<file path="src/rtl/pfim_pkg.sv">
// Package for the fragment ion mass block: sizes, codes, types and lookup functions.
package pfim_pkg;

    localparam int MAX_LOSSES = 8;
    localparam int MAX_CHARGE = 8;
    localparam int FRAC_BITS  = 24;

    localparam int MASS_W   = 48;
    localparam int LOSS_IW  = $clog2(MAX_LOSSES);
    localparam int LOSS_CW  = $clog2(MAX_LOSSES + 1);
    localparam int CHG_W    = 4;
    localparam int POS_W    = 10;
    localparam int RES_W    = 8;
    localparam int VAR_W    = 3;
    localparam int CFG_IW   = 3;
    localparam int CFG_DW   = 30;
    localparam int CONST_W  = 30;

    // Numerator range: mass, loss, charge correction and type offsets
    localparam int NUM_W     = 51;
    localparam int RADIX_W   = 8;
    localparam int DIV_STEPS = (NUM_W + RADIX_W - 1) / RADIX_W;
    localparam int QUO_W     = DIV_STEPS * RADIX_W;
    localparam int CNT_W     = $clog2(DIV_STEPS);
    localparam int SUM_W     = QUO_W + 2;

    // Configuration register indexes
    localparam logic [CFG_IW-1:0] CFG_ION_TYPE = 3'd0;
    localparam logic [CFG_IW-1:0] CFG_RAD_EN   = 3'd1;
    localparam logic [CFG_IW-1:0] CFG_LOSS_CNT = 3'd2;
    localparam logic [CFG_IW-1:0] CFG_PROTON   = 3'd3;
    localparam logic [CFG_IW-1:0] CFG_CO       = 3'd4;
    localparam logic [CFG_IW-1:0] CFG_NITROGEN = 3'd5;

    localparam logic [CONST_W-1:0] PROTON_RST   = 30'd16899296;
    localparam logic [CONST_W-1:0] CO_RST       = 30'd469676730;
    localparam logic [CONST_W-1:0] NITROGEN_RST = 30'd234932597;

    // Request codes
    localparam logic REQ_LOSS_WR = 1'b0;
    localparam logic REQ_COMPUTE = 1'b1;

    // Variant codes
    localparam logic [VAR_W-1:0] VAR_BASE     = 3'd0;
    localparam logic [VAR_W-1:0] VAR_RAD_SAME = 3'd1;
    localparam logic [VAR_W-1:0] VAR_RAD_MH   = 3'd2;
    localparam logic [VAR_W-1:0] VAR_RAD_PH   = 3'd3;
    localparam logic [VAR_W-1:0] VAR_RAD_P2H  = 3'd4;
    localparam logic [VAR_W-1:0] VAR_LOSS     = 3'd5;
    localparam logic [VAR_W-1:0] VAR_PREC_RAD = 3'd6;

    typedef enum logic [2:0] {
        ION_B, ION_Y, ION_A, ION_C, ION_Z, ION_X, ION_PREC, ION_IMM
    } t_ion_type;

    typedef enum logic [1:0] {
        K_BASE, K_RAD0, K_RAD1, K_LOSS
    } t_kind;

    typedef enum logic [1:0] {
        D_ZERO, D_MINUS_P, D_PLUS_P, D_PLUS_2P
    } t_delta;

    typedef enum logic [2:0] {
        S_IDLE, S_LOAD, S_NUM, S_DIV, S_FIN, S_OUT
    } t_state;

    typedef struct packed {
        logic                write_loss;
        logic                load;
        logic                prep;
        logic                start;
        logic                step;
        logic                finish;
        t_kind               kind;
        logic [LOSS_IW-1:0]  idx;
        logic                last;
    } t_cmd;

    typedef struct packed {
        logic [1:0]          nv;
        logic [LOSS_CW-1:0]  nl;
        logic                skip;
    } t_status;

    // Number of radical variants of a type
    function automatic logic [1:0] rad_count(t_ion_type t);
        case (t)
            ION_B, ION_C, ION_Z, ION_X, ION_PREC: rad_count = 2'd1;
            ION_A:                                rad_count = 2'd2;
            default:                              rad_count = 2'd0;
        endcase
    endfunction

    // Variant code of an ion
    function automatic logic [VAR_W-1:0] variant_of(t_ion_type t, t_kind k);
        logic [VAR_W-1:0] v;
        v = VAR_BASE;
        case (k)
            K_BASE: v = VAR_BASE;
            K_LOSS: v = VAR_LOSS;
            K_RAD1: v = VAR_RAD_PH;
            K_RAD0: begin
                case (t)
                    ION_A, ION_Z: v = VAR_RAD_MH;
                    ION_C:        v = VAR_RAD_P2H;
                    ION_PREC:     v = VAR_PREC_RAD;
                    default:      v = VAR_RAD_SAME;
                endcase
            end
            default: v = VAR_BASE;
        endcase
        return v;
    endfunction

    // Proton offset of a radical variant against the base mass
    function automatic t_delta delta_of(t_ion_type t, t_kind k);
        t_delta d;
        d = D_ZERO;
        case (k)
            K_RAD0: begin
                case (t)
                    ION_A, ION_Z: d = D_MINUS_P;
                    ION_C:        d = D_PLUS_2P;
                    default:      d = D_ZERO;
                endcase
            end
            K_RAD1:  d = D_PLUS_P;
            default: d = D_ZERO;
        endcase
        return d;
    endfunction

endpackage

</file>
<file path="src/rtl/pfim_if.sv">
// Channel interfaces: request, ion result and configuration write.
interface pfim_req_if;
    logic                               valid;
    logic                               ready;
    logic                               req_type;
    logic signed [pfim_pkg::MASS_W-1:0] mass_in;
    logic [pfim_pkg::LOSS_IW-1:0]       loss_slot;
    logic [pfim_pkg::POS_W-1:0]         fragment_number;
    logic [pfim_pkg::RES_W-1:0]         residue_code;
    logic [pfim_pkg::CHG_W-1:0]         charge_state;

    modport source (output valid, req_type, mass_in, loss_slot, fragment_number,
                    residue_code, charge_state, input ready);
    modport sink   (input valid, req_type, mass_in, loss_slot, fragment_number,
                    residue_code, charge_state, output ready);
endinterface

interface pfim_ion_if;
    logic                               valid;
    logic                               ready;
    logic signed [pfim_pkg::MASS_W-1:0] ion_mz;
    logic [pfim_pkg::VAR_W-1:0]         variant;
    logic [pfim_pkg::LOSS_IW-1:0]       loss_index;
    logic [pfim_pkg::POS_W-1:0]         ion_position;
    logic [pfim_pkg::CHG_W-1:0]         ion_charge;
    logic [pfim_pkg::RES_W-1:0]         residue_out;
    logic                               last_ion;

    modport source (output valid, ion_mz, variant, loss_index, ion_position,
                    ion_charge, residue_out, last_ion, input ready);
    modport sink   (input valid, ion_mz, variant, loss_index, ion_position,
                    ion_charge, residue_out, last_ion, output ready);
endinterface

interface pfim_cfg_if;
    logic                         valid;
    logic                         ready;
    logic [pfim_pkg::CFG_IW-1:0]  index;
    logic [pfim_pkg::CFG_DW-1:0]  data;

    modport source (output valid, index, data, input ready);
    modport sink   (input valid, index, data, output ready);
endinterface

</file>
<file path="src/rtl/pfim_dp.sv">
// Datapath: configuration and loss table, mass correction, radix-256 divider, output register.
module pfim_dp (
    input  logic                i_clk,
    input  logic                i_rst_n,
    pfim_req_if.sink            i_req,
    pfim_cfg_if.sink            i_cfg,
    input  pfim_pkg::t_cmd      i_cmd,
    output pfim_pkg::t_status   o_status,
    pfim_ion_if.source          o_ion
);

    localparam logic signed [pfim_pkg::SUM_W-1:0] SAT_HI =
        {{(pfim_pkg::SUM_W - pfim_pkg::MASS_W + 1){1'b0}}, {(pfim_pkg::MASS_W - 1){1'b1}}};
    localparam logic signed [pfim_pkg::SUM_W-1:0] SAT_LO = -SAT_HI - 1;

    // Configuration registers
    pfim_pkg::t_ion_type               r_type;
    logic                              r_rad_en;
    logic [pfim_pkg::LOSS_CW-1:0]      r_loss_cnt;
    logic [pfim_pkg::CONST_W-1:0]      r_proton;
    logic [pfim_pkg::CONST_W-1:0]      r_co;
    logic [pfim_pkg::CONST_W-1:0]      r_nitrogen;

    logic signed [pfim_pkg::MASS_W-1:0] r_loss [pfim_pkg::MAX_LOSSES];

    // Request registers
    logic signed [pfim_pkg::MASS_W-1:0] r_m;
    logic [pfim_pkg::POS_W-1:0]         r_pos;
    logic [pfim_pkg::RES_W-1:0]         r_res;
    logic [pfim_pkg::CHG_W-1:0]         r_z;
    logic signed [pfim_pkg::NUM_W-1:0]  r_base;
    logic signed [pfim_pkg::NUM_W-1:0]  r_hm;

    // Divider registers
    logic [pfim_pkg::QUO_W-1:0]         r_quo;
    logic [pfim_pkg::CHG_W-1:0]         r_rem;
    logic                               r_neg;
    logic                               r_addp;
    logic [pfim_pkg::VAR_W-1:0]         r_var;
    logic [pfim_pkg::LOSS_IW-1:0]       r_lidx;

    // Output registers
    logic signed [pfim_pkg::MASS_W-1:0] r_o_mass;
    logic [pfim_pkg::VAR_W-1:0]         r_o_var;
    logic [pfim_pkg::LOSS_IW-1:0]       r_o_lidx;
    logic [pfim_pkg::POS_W-1:0]         r_o_pos;
    logic [pfim_pkg::CHG_W-1:0]         r_o_chg;
    logic [pfim_pkg::RES_W-1:0]         r_o_res;
    logic                               r_o_last;

    logic [pfim_pkg::CHG_W-1:0]         w_z;
    logic signed [pfim_pkg::NUM_W-1:0]  w_m, w_p, w_co, w_n, n_base, w_delta, w_lossv, w_num;
    logic [pfim_pkg::CONST_W+pfim_pkg::CHG_W-1:0] w_hm_u;
    logic [pfim_pkg::NUM_W-1:0]         w_mag;
    logic [pfim_pkg::QUO_W-1:0]         n_quo;
    logic [pfim_pkg::CHG_W-1:0]         n_rem;
    logic signed [pfim_pkg::SUM_W-1:0]  w_q, w_sum;
    logic                               w_imm, w_prec;
    logic [pfim_pkg::POS_W:0]           w_min_pos;

    assign i_cfg.ready = 1'b1;

    // Clamp the requested charge to 1..MAX_CHARGE
    always_comb begin
        w_z = i_req.charge_state;
        if (w_z == '0)
            w_z = pfim_pkg::CHG_W'(1);
        else if (w_z > pfim_pkg::CHG_W'(pfim_pkg::MAX_CHARGE))
            w_z = pfim_pkg::CHG_W'(pfim_pkg::MAX_CHARGE);
    end

    // Type-dependent mass correction
    always_comb begin
        w_m    = pfim_pkg::NUM_W'(r_m);
        w_p    = pfim_pkg::NUM_W'(r_proton);
        w_co   = pfim_pkg::NUM_W'(r_co);
        w_n    = pfim_pkg::NUM_W'(r_nitrogen);
        w_hm_u = (pfim_pkg::CONST_W + pfim_pkg::CHG_W)'(r_z - 4'd1)
                 * (pfim_pkg::CONST_W + pfim_pkg::CHG_W)'(r_proton);
        case (r_type)
            pfim_pkg::ION_B, pfim_pkg::ION_Y: n_base = w_m + w_p;
            pfim_pkg::ION_A:    n_base = w_m + w_p - w_co;
            pfim_pkg::ION_C:    n_base = w_m + (w_p <<< 2) + w_n;
            pfim_pkg::ION_Z:    n_base = w_m - w_n - w_p;
            pfim_pkg::ION_X:    n_base = w_m + w_co - w_p;
            pfim_pkg::ION_PREC: n_base = w_m;
            default:            n_base = w_m - w_co + w_p;
        endcase
    end

    assign w_imm  = (r_type == pfim_pkg::ION_IMM);
    assign w_prec = (r_type == pfim_pkg::ION_PREC);
    assign w_min_pos = (pfim_pkg::POS_W + 1)'(r_z) + (pfim_pkg::POS_W + 1)'(r_z)
                       - (pfim_pkg::POS_W + 1)'(1);

    // Status for the controller
    always_comb begin
        o_status.nv   = r_rad_en ? pfim_pkg::rad_count(r_type) : 2'd0;
        o_status.nl   = (r_loss_cnt > pfim_pkg::LOSS_CW'(pfim_pkg::MAX_LOSSES))
                        ? pfim_pkg::LOSS_CW'(pfim_pkg::MAX_LOSSES) : r_loss_cnt;
        o_status.skip = !w_prec && (r_z > pfim_pkg::CHG_W'(1))
                        && ((w_imm ? (pfim_pkg::POS_W + 1)'(0) : {1'b0, r_pos}) < w_min_pos);
    end

    // Numerator of the current ion
    always_comb begin
        case (pfim_pkg::delta_of(r_type, i_cmd.kind))
            pfim_pkg::D_MINUS_P: w_delta = -w_p;
            pfim_pkg::D_PLUS_P:  w_delta = w_p;
            pfim_pkg::D_PLUS_2P: w_delta = w_p <<< 1;
            default:             w_delta = '0;
        endcase
        w_lossv = (i_cmd.kind == pfim_pkg::K_LOSS) ? pfim_pkg::NUM_W'(r_loss[i_cmd.idx]) : '0;
        w_num   = r_base + r_hm + w_delta - w_lossv;
        w_mag   = w_num[pfim_pkg::NUM_W-1] ? pfim_pkg::NUM_W'(-w_num) : pfim_pkg::NUM_W'(w_num);
    end

    // Eight quotient bits per cycle
    always_comb begin
        n_quo = r_quo;
        n_rem = r_rem;
        for (int b = 0; b < pfim_pkg::RADIX_W; b++) begin
            n_rem = {n_rem[pfim_pkg::CHG_W-2:0], n_quo[pfim_pkg::QUO_W-1]};
            n_quo = {n_quo[pfim_pkg::QUO_W-2:0], 1'b0};
            if (n_rem >= r_z) begin
                n_rem    = n_rem - r_z;
                n_quo[0] = 1'b1;
            end
        end
    end

    // Apply sign and proton offset
    always_comb begin
        w_q   = r_neg ? -pfim_pkg::SUM_W'(r_quo) : pfim_pkg::SUM_W'(r_quo);
        w_sum = w_q + (r_addp ? pfim_pkg::SUM_W'(r_proton) : pfim_pkg::SUM_W'(0));
    end

    // Configuration writes
    always_ff @(posedge i_clk) begin
        if (!i_rst_n) begin
            r_type     <= pfim_pkg::ION_B;
            r_rad_en   <= 1'b0;
            r_loss_cnt <= '0;
            r_proton   <= pfim_pkg::PROTON_RST;
            r_co       <= pfim_pkg::CO_RST;
            r_nitrogen <= pfim_pkg::NITROGEN_RST;
        end else if (i_cfg.valid && i_cfg.ready) begin
            case (i_cfg.index)
                pfim_pkg::CFG_ION_TYPE: r_type     <= pfim_pkg::t_ion_type'(i_cfg.data[2:0]);
                pfim_pkg::CFG_RAD_EN:   r_rad_en   <= i_cfg.data[0];
                pfim_pkg::CFG_LOSS_CNT: r_loss_cnt <= i_cfg.data[pfim_pkg::LOSS_CW-1:0];
                pfim_pkg::CFG_PROTON:   r_proton   <= i_cfg.data;
                pfim_pkg::CFG_CO:       r_co       <= i_cfg.data;
                pfim_pkg::CFG_NITROGEN: r_nitrogen <= i_cfg.data;
                default: ;
            endcase
        end
    end

    // Loss table, request capture, divider and output payload
    always_ff @(posedge i_clk) begin
        if (i_cmd.write_loss)
            r_loss[i_req.loss_slot] <= i_req.mass_in;
        if (i_cmd.load) begin
            r_m   <= i_req.mass_in;
            r_pos <= i_req.fragment_number;
            r_res <= i_req.residue_code;
            r_z   <= w_z;
        end
        if (i_cmd.prep) begin
            r_base <= n_base;
            r_hm   <= w_prec ? '0 : pfim_pkg::NUM_W'(w_hm_u);
        end
        if (i_cmd.start) begin
            r_quo  <= pfim_pkg::QUO_W'(w_mag);
            r_rem  <= '0;
            r_neg  <= w_num[pfim_pkg::NUM_W-1];
            r_addp <= w_prec && (i_cmd.kind != pfim_pkg::K_RAD0);
            r_var  <= pfim_pkg::variant_of(r_type, i_cmd.kind);
            r_lidx <= (i_cmd.kind == pfim_pkg::K_LOSS) ? i_cmd.idx : '0;
        end else if (i_cmd.step) begin
            r_quo <= n_quo;
            r_rem <= n_rem;
        end
        if (i_cmd.finish) begin
            if (w_sum > SAT_HI)
                r_o_mass <= SAT_HI[pfim_pkg::MASS_W-1:0];
            else if (w_sum < SAT_LO)
                r_o_mass <= SAT_LO[pfim_pkg::MASS_W-1:0];
            else
                r_o_mass <= w_sum[pfim_pkg::MASS_W-1:0];
            r_o_var  <= r_var;
            r_o_lidx <= r_lidx;
            r_o_pos  <= w_imm ? '0 : r_pos;
            r_o_chg  <= r_z;
            r_o_res  <= w_imm ? r_res : '0;
            r_o_last <= i_cmd.last;
        end
    end

    assign o_ion.ion_mz       = r_o_mass;
    assign o_ion.variant      = r_o_var;
    assign o_ion.loss_index   = r_o_lidx;
    assign o_ion.ion_position = r_o_pos;
    assign o_ion.ion_charge   = r_o_chg;
    assign o_ion.residue_out  = r_o_res;
    assign o_ion.last_ion     = r_o_last;

endmodule

</file>
<file path="src/rtl/pfim_ctrl.sv">
// Controller: sequences each request through its ions and the divider steps.
module pfim_ctrl (
    input  logic                i_clk,
    input  logic                i_rst_n,
    input  logic                i_in_valid,
    input  logic                i_in_req_type,
    input  logic                i_out_ready,
    input  pfim_pkg::t_status   i_status,
    output logic                o_in_ready,
    output logic                o_out_valid,
    output pfim_pkg::t_cmd      o_cmd
);

    pfim_pkg::t_state              r_state, n_state;
    pfim_pkg::t_kind               r_kind, n_kind;
    logic [pfim_pkg::LOSS_IW-1:0]  r_idx, n_idx;
    logic [pfim_pkg::CNT_W-1:0]    r_cnt;
    logic                          w_more;
    logic                          w_accept;

    assign w_accept = i_in_valid && o_in_ready;

    // Pick the ion that follows the current one
    always_comb begin
        w_more = 1'b0;
        n_kind = pfim_pkg::K_LOSS;
        n_idx  = '0;
        case (r_kind)
            pfim_pkg::K_BASE: begin
                if (i_status.nv != 2'd0) begin
                    w_more = 1'b1;
                    n_kind = pfim_pkg::K_RAD0;
                end else begin
                    w_more = (i_status.nl != '0);
                end
            end
            pfim_pkg::K_RAD0: begin
                if (i_status.nv == 2'd2) begin
                    w_more = 1'b1;
                    n_kind = pfim_pkg::K_RAD1;
                end else begin
                    w_more = (i_status.nl != '0);
                end
            end
            pfim_pkg::K_RAD1: w_more = (i_status.nl != '0);
            default: begin
                w_more = (pfim_pkg::LOSS_CW'(r_idx) + pfim_pkg::LOSS_CW'(1)) < i_status.nl;
                n_idx  = r_idx + pfim_pkg::LOSS_IW'(1);
            end
        endcase
    end

    // Next state
    always_comb begin
        n_state = r_state;
        case (r_state)
            pfim_pkg::S_IDLE:
                if (w_accept && i_in_req_type == pfim_pkg::REQ_COMPUTE)
                    n_state = pfim_pkg::S_LOAD;
            pfim_pkg::S_LOAD:
                n_state = i_status.skip ? pfim_pkg::S_IDLE : pfim_pkg::S_NUM;
            pfim_pkg::S_NUM:
                n_state = pfim_pkg::S_DIV;
            pfim_pkg::S_DIV:
                if (r_cnt == pfim_pkg::CNT_W'(pfim_pkg::DIV_STEPS - 1))
                    n_state = pfim_pkg::S_FIN;
            pfim_pkg::S_FIN:
                n_state = pfim_pkg::S_OUT;
            pfim_pkg::S_OUT:
                if (i_out_ready)
                    n_state = w_more ? pfim_pkg::S_NUM : pfim_pkg::S_IDLE;
            default:
                n_state = pfim_pkg::S_IDLE;
        endcase
    end

    // Outputs and datapath commands
    always_comb begin
        o_in_ready        = (r_state == pfim_pkg::S_IDLE);
        o_out_valid       = (r_state == pfim_pkg::S_OUT);
        o_cmd.write_loss  = w_accept && (i_in_req_type == pfim_pkg::REQ_LOSS_WR);
        o_cmd.load        = w_accept && (i_in_req_type == pfim_pkg::REQ_COMPUTE);
        o_cmd.prep        = (r_state == pfim_pkg::S_LOAD);
        o_cmd.start       = (r_state == pfim_pkg::S_NUM);
        o_cmd.step        = (r_state == pfim_pkg::S_DIV);
        o_cmd.finish      = (r_state == pfim_pkg::S_FIN);
        o_cmd.kind        = r_kind;
        o_cmd.idx         = r_idx;
        o_cmd.last        = !w_more;
    end

    // Hold state, ion selection and step count
    always_ff @(posedge i_clk) begin
        if (!i_rst_n) begin
            r_state <= pfim_pkg::S_IDLE;
            r_kind  <= pfim_pkg::K_BASE;
            r_idx   <= '0;
            r_cnt   <= '0;
        end else begin
            r_state <= n_state;
            if (r_state == pfim_pkg::S_LOAD) begin
                r_kind <= pfim_pkg::K_BASE;
                r_idx  <= '0;
            end else if (r_state == pfim_pkg::S_OUT && i_out_ready && w_more) begin
                r_kind <= n_kind;
                r_idx  <= n_idx;
            end
            if (r_state == pfim_pkg::S_DIV)
                r_cnt <= r_cnt + pfim_pkg::CNT_W'(1);
            else
                r_cnt <= '0;
        end
    end

`ifndef SYNTHESIS
    a_fin_after_div: assert property (@(posedge i_clk) disable iff (!i_rst_n)
        r_state == pfim_pkg::S_FIN |-> $past(r_state) == pfim_pkg::S_DIV
            && $past(r_cnt) == pfim_pkg::CNT_W'(pfim_pkg::DIV_STEPS - 1))
        else $error("finish without full division");
    a_stall_holds: assert property (@(posedge i_clk) disable iff (!i_rst_n)
        (r_state == pfim_pkg::S_OUT && !i_out_ready)
            |=> r_state == pfim_pkg::S_OUT && $stable(r_kind) && $stable(r_idx))
        else $error("ion selection moved during stall");
    a_compute_loads: assert property (@(posedge i_clk) disable iff (!i_rst_n)
        o_cmd.load |=> r_state == pfim_pkg::S_LOAD)
        else $error("accepted compute request not loaded");
    a_loss_in_range: assert property (@(posedge i_clk) disable iff (!i_rst_n)
        (r_state == pfim_pkg::S_NUM && r_kind == pfim_pkg::K_LOSS)
            |-> pfim_pkg::LOSS_CW'(r_idx) < i_status.nl)
        else $error("loss index beyond entries in use");
`endif

endmodule

</file>
<file path="src/rtl/peptide_fragment_ion_masses.sv">
// Top level of the peptide fragment ion mass generator.
// Usage:
//   i_cfg writes one register per transaction (index, data); it is always ready.
//   Write configuration only while the block is idle.
//   i_req carries one request per transaction. A loss-table write (req_type 0)
//   produces no ion. A compute request (req_type 1) produces zero to eleven
//   ions on o_ion, the final one flagged by last_ion.
//   Sequence: a request is accepted in the idle state; the load state then
//   applies the type's mass correction. Each ion then forms its numerator,
//   passes through the shared radix-256 divider (eight quotient bits per
//   cycle, 56 bits), gets its sign and proton offset and is saturated, and
//   waits on o_ion until the receiver takes it.
//   i_req.ready is low from acceptance of a compute request until its last
//   ion is taken.
//   A stall on o_ion holds the current ion and stops all progress.
//   Synchronous active-low reset returns the configuration registers to their
//   reset values and the controller to idle; the loss table is not cleared.
module peptide_fragment_ion_masses (
    input  logic        i_clk,
    input  logic        i_rst_n,
    pfim_cfg_if.sink    i_cfg,
    pfim_req_if.sink    i_req,
    pfim_ion_if.source  o_ion
);

    pfim_pkg::t_cmd     w_cmd;
    pfim_pkg::t_status  w_status;
    logic               w_in_ready;
    logic               w_out_valid;

    // Sequence requests and ions
    pfim_ctrl u_ctrl (
        .i_clk         (i_clk),
        .i_rst_n       (i_rst_n),
        .i_in_valid    (i_req.valid),
        .i_in_req_type (i_req.req_type),
        .i_out_ready   (o_ion.ready),
        .i_status      (w_status),
        .o_in_ready    (w_in_ready),
        .o_out_valid   (w_out_valid),
        .o_cmd         (w_cmd)
    );

    // Compute masses
    pfim_dp u_dp (
        .i_clk    (i_clk),
        .i_rst_n  (i_rst_n),
        .i_req    (i_req),
        .i_cfg    (i_cfg),
        .i_cmd    (w_cmd),
        .o_status (w_status),
        .o_ion    (o_ion)
    );

    assign i_req.ready = w_in_ready;
    assign o_ion.valid = w_out_valid;

endmodule

</file>
<file path="src/flat_wrapper.sv">
// flat-port wrapper written by rule: the top's interface ports become plain ports
module peptide_fragment_ion_masses_flat 
  (i_clk, i_rst_n, i_cfg_valid, i_cfg_index, i_cfg_data, i_cfg_ready, i_req_valid, i_req_req_type, i_req_mass_in, i_req_loss_slot, i_req_fragment_number, i_req_residue_code, i_req_charge_state, i_req_ready, o_ion_valid, o_ion_ion_mz, o_ion_variant, o_ion_loss_index, o_ion_ion_position, o_ion_ion_charge, o_ion_residue_out, o_ion_last_ion, o_ion_ready);
  pfim_cfg_if i_cfg_i ();
  pfim_req_if i_req_i ();
  pfim_ion_if o_ion_i ();
  input  logic i_clk;
  input  logic i_rst_n;
  input wire logic [$bits(i_cfg_i.valid)-1:0] i_cfg_valid;
  input wire logic [$bits(i_cfg_i.index)-1:0] i_cfg_index;
  input wire logic [$bits(i_cfg_i.data)-1:0] i_cfg_data;
  output wire logic [$bits(i_cfg_i.ready)-1:0] i_cfg_ready;
  input wire logic [$bits(i_req_i.valid)-1:0] i_req_valid;
  input wire logic [$bits(i_req_i.req_type)-1:0] i_req_req_type;
  input wire logic [$bits(i_req_i.mass_in)-1:0] i_req_mass_in;
  input wire logic [$bits(i_req_i.loss_slot)-1:0] i_req_loss_slot;
  input wire logic [$bits(i_req_i.fragment_number)-1:0] i_req_fragment_number;
  input wire logic [$bits(i_req_i.residue_code)-1:0] i_req_residue_code;
  input wire logic [$bits(i_req_i.charge_state)-1:0] i_req_charge_state;
  output wire logic [$bits(i_req_i.ready)-1:0] i_req_ready;
  output wire logic [$bits(o_ion_i.valid)-1:0] o_ion_valid;
  output wire logic [$bits(o_ion_i.ion_mz)-1:0] o_ion_ion_mz;
  output wire logic [$bits(o_ion_i.variant)-1:0] o_ion_variant;
  output wire logic [$bits(o_ion_i.loss_index)-1:0] o_ion_loss_index;
  output wire logic [$bits(o_ion_i.ion_position)-1:0] o_ion_ion_position;
  output wire logic [$bits(o_ion_i.ion_charge)-1:0] o_ion_ion_charge;
  output wire logic [$bits(o_ion_i.residue_out)-1:0] o_ion_residue_out;
  output wire logic [$bits(o_ion_i.last_ion)-1:0] o_ion_last_ion;
  input wire logic [$bits(o_ion_i.ready)-1:0] o_ion_ready;
  assign i_cfg_i.valid = i_cfg_valid;
  assign i_cfg_i.index = i_cfg_index;
  assign i_cfg_i.data = i_cfg_data;
  assign i_cfg_ready = i_cfg_i.ready;
  assign i_req_i.valid = i_req_valid;
  assign i_req_i.req_type = i_req_req_type;
  assign i_req_i.mass_in = i_req_mass_in;
  assign i_req_i.loss_slot = i_req_loss_slot;
  assign i_req_i.fragment_number = i_req_fragment_number;
  assign i_req_i.residue_code = i_req_residue_code;
  assign i_req_i.charge_state = i_req_charge_state;
  assign i_req_ready = i_req_i.ready;
  assign o_ion_valid = o_ion_i.valid;
  assign o_ion_ion_mz = o_ion_i.ion_mz;
  assign o_ion_variant = o_ion_i.variant;
  assign o_ion_loss_index = o_ion_i.loss_index;
  assign o_ion_ion_position = o_ion_i.ion_position;
  assign o_ion_ion_charge = o_ion_i.ion_charge;
  assign o_ion_residue_out = o_ion_i.residue_out;
  assign o_ion_last_ion = o_ion_i.last_ion;
  assign o_ion_i.ready = o_ion_ready;
  peptide_fragment_ion_masses u_core (.i_clk(i_clk), .i_rst_n(i_rst_n), .i_cfg(i_cfg_i), .i_req(i_req_i), .o_ion(o_ion_i));
endmodule
</file>
<file path="config.mk">
export PLATFORM = sky130hd
export DESIGN_NAME = peptide_fragment_ion_masses_flat
export DESIGN_NICKNAME = d
export VERILOG_FILES = /design/src/rtl/pfim_pkg.sv /design/src/rtl/pfim_if.sv /design/src/rtl/pfim_dp.sv /design/src/rtl/pfim_ctrl.sv /design/src/rtl/peptide_fragment_ion_masses.sv /design/src/flat_wrapper.sv
export SDC_FILE = /design/constraint.sdc
export NUM_CORES = 2
export LEC_CHECK = 0
export ABC_CLOCK_PERIOD_IN_PS = 19200
export BUFFER_PORTS_ARGS = -buffer_cell sky130_fd_sc_hd__buf_2
export CORE_ASPECT_RATIO = 1.75
export CORE_MARGIN = 2
export CORE_UTILIZATION = 45
export CTS_CLUSTER_SIZE = 24
export DETAILED_ROUTE_END_ITERATION = 12
export GPL_TIMING_DRIVEN = 0
export SYNTH_ARGS = -nofsm -noshare
export SYNTH_HDL_FRONTEND = slang
export SYNTH_SLANG_ARGS = --single-unit
export TNS_END_PERCENT = 10
</file>
<file path="constraint.sdc">
create_clock -name i_clk -period 19.2 [get_ports i_clk]
set_input_delay 3.84 -clock i_clk [delete_from_list [all_inputs] [get_ports i_clk]]
set_output_delay 3.84 -clock i_clk [all_outputs]
set_load 0.02 [all_outputs]
</file>
==> metrics.txt <==
Net Count, Synth=between 7,000 and 8,000; hpwl dp=about 220,000 µm; Sw Pwr=5.01 mW; Worst Tran Pin Value=1.55 ns; clock share of power=15.9%; initial antenna violation count=14; Worst Hold Launch=u_core.u_dp.r_var[1]; startpoint types=register; Critical Path RT=roughly 20 ns; total grt overflow=0; CTS buffer count=80; Hold Crit Class=reg2reg; Critical Path End Type=register; post-layout minimum cycle time=13.67 ns; Switching Fraction=between 40% and 50%; EDFF count, synth=between 600 and 700; commonest register cell after synthesis=edfxtp_1; Clock Path Buffers=3; final hold vios=0; final instance area=around 72,000 µm²; DRC viols=0; Pins Over Slew Limit=49; VDD IR max=between 0.00015 and 0.0002 V; Worst Skew=0.0441 ns; maxcap violations=6; Tot Pwr=a little over 10 mW; hold depth=0; synth unique cells=just over 100; Syn-to-layout area delta=10.1%; share of the synthesized area in the top cell type=31.1%; placed cell areas=between 60,000 and 70,000 µm²; RR Startpoint=u_core.u_dp.r_z[0]; router iterations before antenna repair=6; remaining antenna violation count=0; CTS root buf=clkbuf_16; register area share after synthesis=a little over a third; CTS tree=built; wire per inst=about 30 µm; # rows=roughly 180; die span in y=507 µm; Slew headroom=-3.39%; wirelength, routed=around 270,000 µm; Cell Pwr Density=144 nW/µm²; Crit Path Class=reg2reg; vias in the first global route=55,800; CP max stage cell=edfxtp_1; CP delay by family, top=compound AO/OA/AOI/OAI gates; cts hold-fix bufs=0; r2r setup slk=5.53 ns; IO Port Bufs=189; failing checks=max-capacitance violations, max-slew violations; largest net degree at the start of global routing=42; Inst Count DP=between 8,000 and 9,000; Gate Count Post-Synth=approximately 6,600; most used cell, CP=nand2_1; filler instances=13,600; combinational fraction of design power=approximately three fifths; Ys Warns=0; via total after detailed routing=around 54,000; FF+latch count, synth=between 700 and 800; postcts setup bufs=0; Lkg Pwr=about 28 nW; Max stage delay on crit path=roughly 1.4 ns; worst-skew pair later-pin latency=between 0.7 and 0.8 ns; Register-to-Register Path Depth=between 50 and 60; synth top area cells=edfxtp_1 (31%), fa_1 (9.2%), ha_1 (8.9%); gr usage total=between 30% and 40%; outcome=finished, violations left; die footprint=148,000 µm²; RR Endpoint=u_core.u_dp.r_quo[0]; clk slew on worst S/H paths=around 0.070 ns; post_cts resized=0; Synth Area per Inst=between 9 and 10 µm²; Starting DRT DRC Count=about 4,400; DR vias/cell=a little over 6; core area=~140,000 µm²; Synth Cell Area=65,100 µm²; Hold EP=u_core.u_dp.o_ion.variant[1]; data arrival time of the critical path=14.06 ns; Ports=between 150 and 200; RSZ-0062 raised after global routing=false; ys async rst share=0%; die width=about 300 µm; top cell type by total area after synthesis=edfxtp_1; wire length of the first global-routing pass=381,000 µm; final setup vio count=0; post-layout net count=between 7,000 and 8,000; f_max=approximately 0.073 GHz; Clock Sinks=roughly 790; crit-path max FO=16; setup TNS=0 ns; fin cells=8,884; Critical path buffers and inverters=7; H-tree depth=3; share of cells above drive strength 1=8.74%; starting density of the core=between 40% and 50%; P_int=about 5.4 mW; Seq pwr share=about 23%; fin crit share=just over 70%; routability cong.=about 1.0
[layout by cell type, fill, tap and decap left out, drive strengths merged, types with 63 or more instances in the layout]
master / synthesis / final
edfxtp: 674 / 674
inv: 621 / 627
nand2: 597 / 597
ha: 464 / 464
nor2: 445 / 445
o21ai: 407 / 407
a21oi: 406 / 406
clkbuf: 247 / 346
fa: 299 / 299
xnor2: 289 / 289
buf: 44 / 267
a21o: 172 / 172
xor2: 161 / 161
nand3: 127 / 127
dfxtp: 120 / 120
nor3: 116 / 116
nor2b: 97 / 97
mux4: 96 / 96
and2: 91 / 91
mux2i: 86 / 86
o211ai: 73 / 73
a21boi: 63 / 63
[sequential cells by signal, indices dropped and copies added (netlist names), 8 cells and up, named ones only]
register,flops
u_core.u_dp.o_ion.ion_mz,48
u_core.u_dp.r_m,48
u_core.u_dp.o_ion.ion_position,10
u_core.u_dp.r_loss,384
u_core.u_dp.o_ion.residue_out,8
u_core.u_dp.r_nitrogen,30
u_core.u_dp.r_base,50
u_core.u_dp.r_hm,34
u_core.u_dp.r_proton,30
u_core.u_dp.r_co,30
u_core.u_dp.r_quo,56
u_core.u_dp.r_res,8
u_core.u_dp.r_pos,10
[cells in the mapped netlist, types with 48 or more instances]
| cell type | count |
|---|---|
| nand2b_1 | 53 |
| mux2i_1 | 86 |
| nor3_1 | 115 |
| dfxtp_1 | 120 |
| a21boi_0 | 63 |
| edfxtp_1 | 674 |
| ha_1 | 464 |
| a31oi_1 | 51 |
| nand2_1 | 597 |
| and3_1 | 62 |
| nand3_1 | 127 |
| fa_1 | 299 |
| a21oi_1 | 406 |
| xor2_1 | 161 |
| clkbuf_1 | 246 |
| xnor2_1 | 289 |
| inv_1 | 620 |
| o21a_1 | 57 |
| a21o_1 | 172 |
| mux4_2 | 96 |
| o211ai_1 | 73 |
| nand4_1 | 48 |
| o21ai_0 | 366 |
| nor2b_1 | 97 |
| nor2_1 | 445 |
| and2_1 | 90 |
[metal layers]
metal  wire length [µm]  share of wire (%)  global-route usage, %
met5                 57              0.021                      0
met4              27800                 10                   31.3
met3              14500                5.4                   4.48
met2             134000                 50                   63.8
met1              92600                 34                   37.5
[logic make-up (layout without fill, tap and decap cells)]
family,count (synthesis),count (layout),synth area share [%]
AND/OR/NAND/NOR,1837,1837,13.6
AO/OA/AOI/OAI,1689,1689,17.1
buffers and inverters,916,1286,5.50
flip-flops,794,794,34.8
adder cells (fa/ha/maj),763,763,18.1
XOR/XNOR,450,450,6.05
multiplexers,194,194,4.85
other,1,11,0.00576
[power groups by stage]
stage,combinational (mW),sequential (mW),clock (mW)
2_1_floorplan,4.47,2.29,0
3_3_place_gp,6.11,2.38,0
3_5_place_dp,6.20,2.36,0
4_1_cts,6.25,2.32,1.67
5_1_grt,6.95,2.34,1.73
6_report,6.39,2.33,1.64
[stage by stage]
| stage | hold WS [ns] | util [%] | setup WS, ns |
|---|---|---|---|
| floorplan | 0.400 | - | 8.00 |
| global placement | 0.405 | 47.6 | 5.80 |
| detailed placement | 0.408 | 48.0 | 5.66 |
| CTS | 0.422 | 49.9 | 5.61 |
| global route | 0.436 | 49.9 | 4.75 |
| finish | 0.420 | 49.9 | 5.53 |
[final cells by class]
type                       count  area, µm²  area share, %
clock buffer                  99       2110           2.95
timing repair buffer         224       1450           2.02
multi-input combinational   4934      39000           54.4
buffer                       291       1240           1.74
inverter                     625       2350           3.27
tap                         1860       2330           3.24
clock inverter                47        587          0.818
sequential                   794      22600           31.6
antenna                       10       25.0         0.0349
[how the worst max path moves through the flow]
stage,startpoint,end,slack (ns),cells after the start
5_1_grt,u_core.u_dp.r_z[0],u_core.u_dp.r_rem[2],4.75,56
2_1_floorplan,u_core.u_dp.r_z[1],u_core.u_dp.r_rem[1],8.00,54
4_1_cts,u_core.u_dp.r_z[0],u_core.u_dp.r_quo[0],5.61,54
6_report,u_core.u_dp.r_z[0],u_core.u_dp.r_quo[0],5.53,54
3_3_place_gp,u_core.u_dp.r_z[0],u_core.u_dp.r_quo[0],5.80,54
3_5_place_dp,u_core.u_dp.r_z[0],u_core.u_dp.r_quo[0],5.66,54
Note: power is estimated with default switching activity, not from simulation.
